==> src/rtl/pscs_pkg.sv <==
package pscs_pkg;

  // Field widths of the point and split words.
  localparam int COORD_W = 32;
  localparam int CE_W    = 31;
  localparam int ANGLE_W = 16;
  localparam int NODE_W  = 16;
  localparam int THR_W   = 16;

  // Longest line that is evaluated, and the number of CORDIC rotations.
  localparam int MAX_POINTS   = 65536;
  localparam int CORDIC_STEPS = 16;

  localparam int CNT_W = $clog2(MAX_POINTS + 1);
  localparam int IDX_W = $clog2(MAX_POINTS);

  // Segment arithmetic.
  localparam int DIFF_W   = COORD_W + 1;
  localparam int MAG_W    = COORD_W;
  localparam int HALF_W   = MAG_W / 2;
  localparam int SQ_W     = 2 * MAG_W;
  localparam int CESQ_W   = 2 * CE_W;
  localparam int NORM_BIT = 40;
  localparam int CW       = NORM_BIT + 5;
  localparam int SHIFT_W  = $clog2(NORM_BIT + 1);
  localparam int MSB_W    = $clog2(MAG_W);
  localparam int Z_W      = 32;

  localparam logic [Z_W-1:0]     Z_HALF_TURN = 32'h8000_0000;
  localparam logic [Z_W-1:0]     ROUND_BIAS  = 32'h0000_8000;
  localparam logic [ANGLE_W-1:0] HALF_TURN   = 16'h8000;
  localparam logic [THR_W-1:0]   THR_RESET   = 16'd8192;

  // Accept-to-queue latency and the depth of the result queue that covers it.
  localparam int PIPE_LATENCY = CORDIC_STEPS + 6;
  localparam int FIFO_AW      = $clog2(PIPE_LATENCY + 2);

  // Register port.
  localparam int APB_ADDR_W = 3;
  localparam int APB_DATA_W = 32;
  localparam int REG_SEL_W  = APB_ADDR_W - 2;
  localparam logic [REG_SEL_W-1:0] REG_CORNER_THRESHOLD = '0;

  // atan(2^-i) with 2^32 units per full turn.
  localparam logic [Z_W-1:0] ATAN_TAB [24] = '{
    32'd536870912, 32'd316933406, 32'd167458907, 32'd85004756,
    32'd42667331,  32'd21354465,  32'd10680862,  32'd5340245,
    32'd2670163,   32'd1335087,   32'd667544,    32'd333772,
    32'd166886,    32'd83443,     32'd41722,     32'd20861,
    32'd10430,     32'd5215,      32'd2608,      32'd1304,
    32'd652,       32'd326,       32'd163,       32'd81
  };

  // Per-point control that travels with the segment through the pipeline.
  typedef struct packed {
    logic             has_prev;
    logic             eval;
    logic             last;
    logic [IDX_W-1:0] node;
  } pscs_ctl_t;

  typedef struct packed {
    logic               split_here;
    logic [NODE_W-1:0]  split_node;
    logic [ANGLE_W-1:0] turn_angle;
  } pscs_res_t;

  // Position of the highest set bit; zero for a zero word.
  function automatic logic [MSB_W-1:0] msb_index(input logic [MAG_W-1:0] v);
    logic [MSB_W-1:0] pos;
    pos = '0;
    for (int i = 0; i < MAG_W; i++) begin
      if (v[i]) pos = MSB_W'(i);
    end
    return pos;
  endfunction

endpackage

==> src/rtl/pscs_fifo.sv <==
module pscs_fifo import pscs_pkg::*; (
  input  logic      clk,
  input  logic      rst,
  input  logic      wr_en,
  input  pscs_res_t wr_data,
  input  logic      rd_en,
  output pscs_res_t rd_data,
  output logic      not_empty
);

  localparam int DEPTH = 2 ** FIFO_AW;

  pscs_res_t          mem [DEPTH];
  logic [FIFO_AW-1:0] wr_ptr, rd_ptr;
  logic [FIFO_AW:0]   count;

  always_ff @(posedge clk) begin
    if (wr_en) begin
      mem[wr_ptr] <= wr_data;
    end
  end

  always_ff @(posedge clk) begin
    if (rst) begin
      wr_ptr <= '0;
      rd_ptr <= '0;
      count  <= '0;
    end else begin
      if (wr_en) wr_ptr <= wr_ptr + FIFO_AW'(1);
      if (rd_en) rd_ptr <= rd_ptr + FIFO_AW'(1);
      count <= count + (FIFO_AW + 1)'(wr_en) - (FIFO_AW + 1)'(rd_en);
    end
  end

  assign rd_data   = mem[rd_ptr];
  assign not_empty = (count != '0);

endmodule

==> config.mk <==
export PLATFORM = sky130hd
export DESIGN_NAME = pscs_fifo
export DESIGN_NICKNAME = d
export VERILOG_FILES = /design/src/rtl/pscs_pkg.sv /design/src/rtl/pscs_fifo.sv
export SDC_FILE = /design/constraint.sdc
export NUM_CORES = 1
export LEC_CHECK = 0
export BUFFER_PORTS_ARGS = -buffer_cell sky130_fd_sc_hd__buf_2
export CAP_MARGIN = 20
export CORE_MARGIN = 2
export CORE_UTILIZATION = 55
export DETAILED_ROUTE_END_ITERATION = 6
export HOLD_SLACK_MARGIN = 0.12
export PLACE_DENSITY_LB_ADDON = 0.05
export RECOVER_POWER = 25
export SLEW_MARGIN = 20
export SYNTH_ARGS = -nofsm -noshare
export SYNTH_HDL_FRONTEND = slang
export SYNTH_SLANG_ARGS = --single-unit
==> constraint.sdc <==
create_clock -name clk -period 6.3 [get_ports clk]
set_input_delay 0.945 -clock clk [delete_from_list [all_inputs] [get_ports clk]]
set_output_delay 0.945 -clock clk [all_outputs]
set_load 0.1 [all_outputs]
==> results.yml <==
pwr:
  p_leak_nw: 14.5
  p_int_mw: 11.8
  p_sw_share_pct: 22.2
  p_sw_mw: 3.37
  p_per_area_nw_per_um2: 325
  pwr-share-comb_pct: 7.2
  sequentialPowerShare_pct: 52.4
  vdd_ir_drop_max_mv: 0.247
  power_frac_clock_pct: 40.5
global_route:
  track_usage_pct: 25.8
  grt_max_degree: 96
  gr-total-overflow: 0
  grt_pass1_wl_mm: 143
  antenna_found_initial: 1
  grt_pass1_vias: 21000
logic_synthesis:
  synth_common_cells: "edfxtp_1 (1,056), mux2_2 (149), mux4_2 (132), clkbuf_1 (81)"
  netlist_area_um2: 41500
  ys_async_sr_fraction_pct: 0
  seq_area_frac_synth_pct: 77.5
  synth_top_cell_by_area: "edfxtp_1"
  synth_ff_type: "edfxtp_1"
  synth_area_leaders: "edfxtp_1 (76%), mux4_2 (7.2%), mux2_2 (4.0%), a22o_1 (1.4%), mux2_1 (1.3%)"
  synth_cell_types: 40
  synth_edf_count: 1056
  synth_nets: 2140
  ys_warn_count: 0
  yosys.area.top_type_share_pct: 76.5
  ys_seq_elements: 1077
  synth.most_common_cell: "edfxtp_1"
  syn_inst: 2089
  syn_avg_cell_area_um2: 19.8
worst_setup_path:
  r2r-start: "wr_ptr[0]"
  crit_arrival_ns: 3.68
  critPathMaxFanout: 46
  r2r-end: "mem[0][8]"
  start_kind: "register"
  cp.required_ns: 5.35
  endpoint_kind: "output port"
  critical_path_class: "reg -> out"
  worst_r2r_path_depth: 5
  rrSetupSlack_ns: 3.42
clocking:
  clock_latency_ns: 0.65
  clkTransAtPathRegs_ns: 0.06
  cts.sinks: 1077
  holdBufCountCts: 0
  numCtsBuffers: 107
  cts.htree.levels: 3
  root_buffer: "clkbuf_16"
  ctsResizeCount: 0
  cts_tree: "built"
  clock_path_buffers: 3
  post_cts_buffers: 0
hold_path:
  hold_depth: 2
  worstHoldStart: "rd_ptr[0]"
  min_path_type: "reg -> reg"
  hold_path_end: "rd_ptr[0]"
sta:
  slew_headroom_pct: 13.1
  rsz0062_at_grt: "no"
  period_minus_slack_ns: 4.63
  worstMarginPinSlew_ns: 1.30
  finalSetupTns_ns: 0
  fin_skew_ns: 0.0117
  setup_violations: 0
  finalHoldViolations: 0
  drv_slew: 0
  fmax_mhz: 216
  period_share_pct: 73.5
  fin_ws_ns: 1.67
final_layout:
  fillers: 5230
  final_util_pct: 62.7
  antennaDiodeCount: 0
  layout-drive-gt1-share_pct: 25.4
  register_area_um2: 32100
  area_delta_synth_final_pct: 12.8
  nNetsFinal: 2260
  multiInputGateArea_um2: 9040
run:
  max_cap_viol_count: 0
floorplanning:
  io_pins: 71
  row_count: 100
  initial_core_util_pct: 55.6
  die_y_um: 279
  core_area_um2: 74600
  dieWidth_um: 279
  fp.dieArea_um2: 77600
route:
  ant_nets: 0
  wire_per_inst_um: 30.5
  drc: 0
  drt_first_pass_iters: 5
  wl_mm: 99.5
  vias: 20700
  drtIter0Drc: 2348
  viasPerCell: 6.35
placement:
  port_buffers: 70
  pre_cts_slack_ns: 2.36
  hpwl_mm: 51.0
  routabilityCongestion: 0.748
status:
  outcome: "completed"
-- worst max-delay path by stage --
stage / from / endpoint / cells past startpoint
6_report: register / rd_data[26] / 6
5_1_grt: register / rd_data[11] / 7
4_1_cts: register / rd_data[15] / 6
3_5_place_dp: register / rd_data[15] / 6
3_3_place_gp: register / rd_data[15] / 6
2_1_floorplan: register / rd_data[12] / 6
-- registers in the layout, indices dropped and copies added (netlist names), named ones only --
signal and count:
count 6, mem 1056, rd_ptr 5, wr_ptr 5
-- power by group through the flow --
stage	Clock, mW	Sequential [mW]	Combinational, mW
6_report	6.15	7.96	1.09
5_1_grt	6.51	7.96	1.16
4_1_cts	6.24	7.95	1.10
3_5_place_dp	0	8.10	1.10
3_3_place_gp	0	8.10	1.08
2_1_floorplan	0	8.10	0.792
-- per-stage QoR --
step | power [mW] | hold slack (ns) | cell area (µm²) | cells
after floorplan | 8.89 | 0.485 | 41500 | 2089
after global placement | 9.18 | 0.553 | 43300 | 3066
after detailed placement | 9.20 | 0.578 | 43400 | 3069
after CTS | 15.3 | 0.592 | 46800 | 3261
after global routing | 15.6 | 0.627 | 46700 | 3261
final | 15.2 | 0.585 | 46700 | 3261
-- critical path: stages, from the launching register on --
cell	delay, ns
dfxtp_4	0.87
buf_4	0.48
nor2b_1	0.10
a211oi_1	0.46
nor3_1	0.14
or4_1	0.58
buf_2	0.33
-- routing by layer --
layer / GRT usage [%] / share of wire [%] / vias to the layer above
met5: 0 / 0 / -
met4: 6.88 / 2.5 / 0
met3: 4.03 / 6.6 / 155
met2: 41.5 / 48 / 751
met1: 37.4 / 43 / 11000
li1: - / - / 8815
-- layout make-up --
class / count / share of cell area [%]
inverters: 13 / 0.104
flip-flops and latches: 1077 / 68.8
clock buffers: 136 / 6.09
well taps: 969 / 2.59
clock inverters: 56 / 1.11
multi-input cells: 879 / 19.3
repair buffers: 131 / 2.01
-- cell families after synthesis --
family	synth area share, %
AOI/OAI and AO/OA	4.51
adders and majority gates	0.441
xor gates and xnor gates	0.190
buffers and inverters	1.41
DFF	77.5
muxes	12.6
and+or+nand+nor	3.34
-- layout by cell type, fill, tap and decap left out, types with 47 or more instances in the layout --
master and count:
o21ai_0 56, a211oi_1 66, mux2_2 149, edfxtp_1 1056, nor2b_1 67, buf_4 50, buf_2 48, mux2_1 49
clkbuf_1 47, clkbuf_16 109, o22ai_1 66, nor3_1 68, a22o_1 66, mux4_2 132
(Power assumes the default switching activity.)
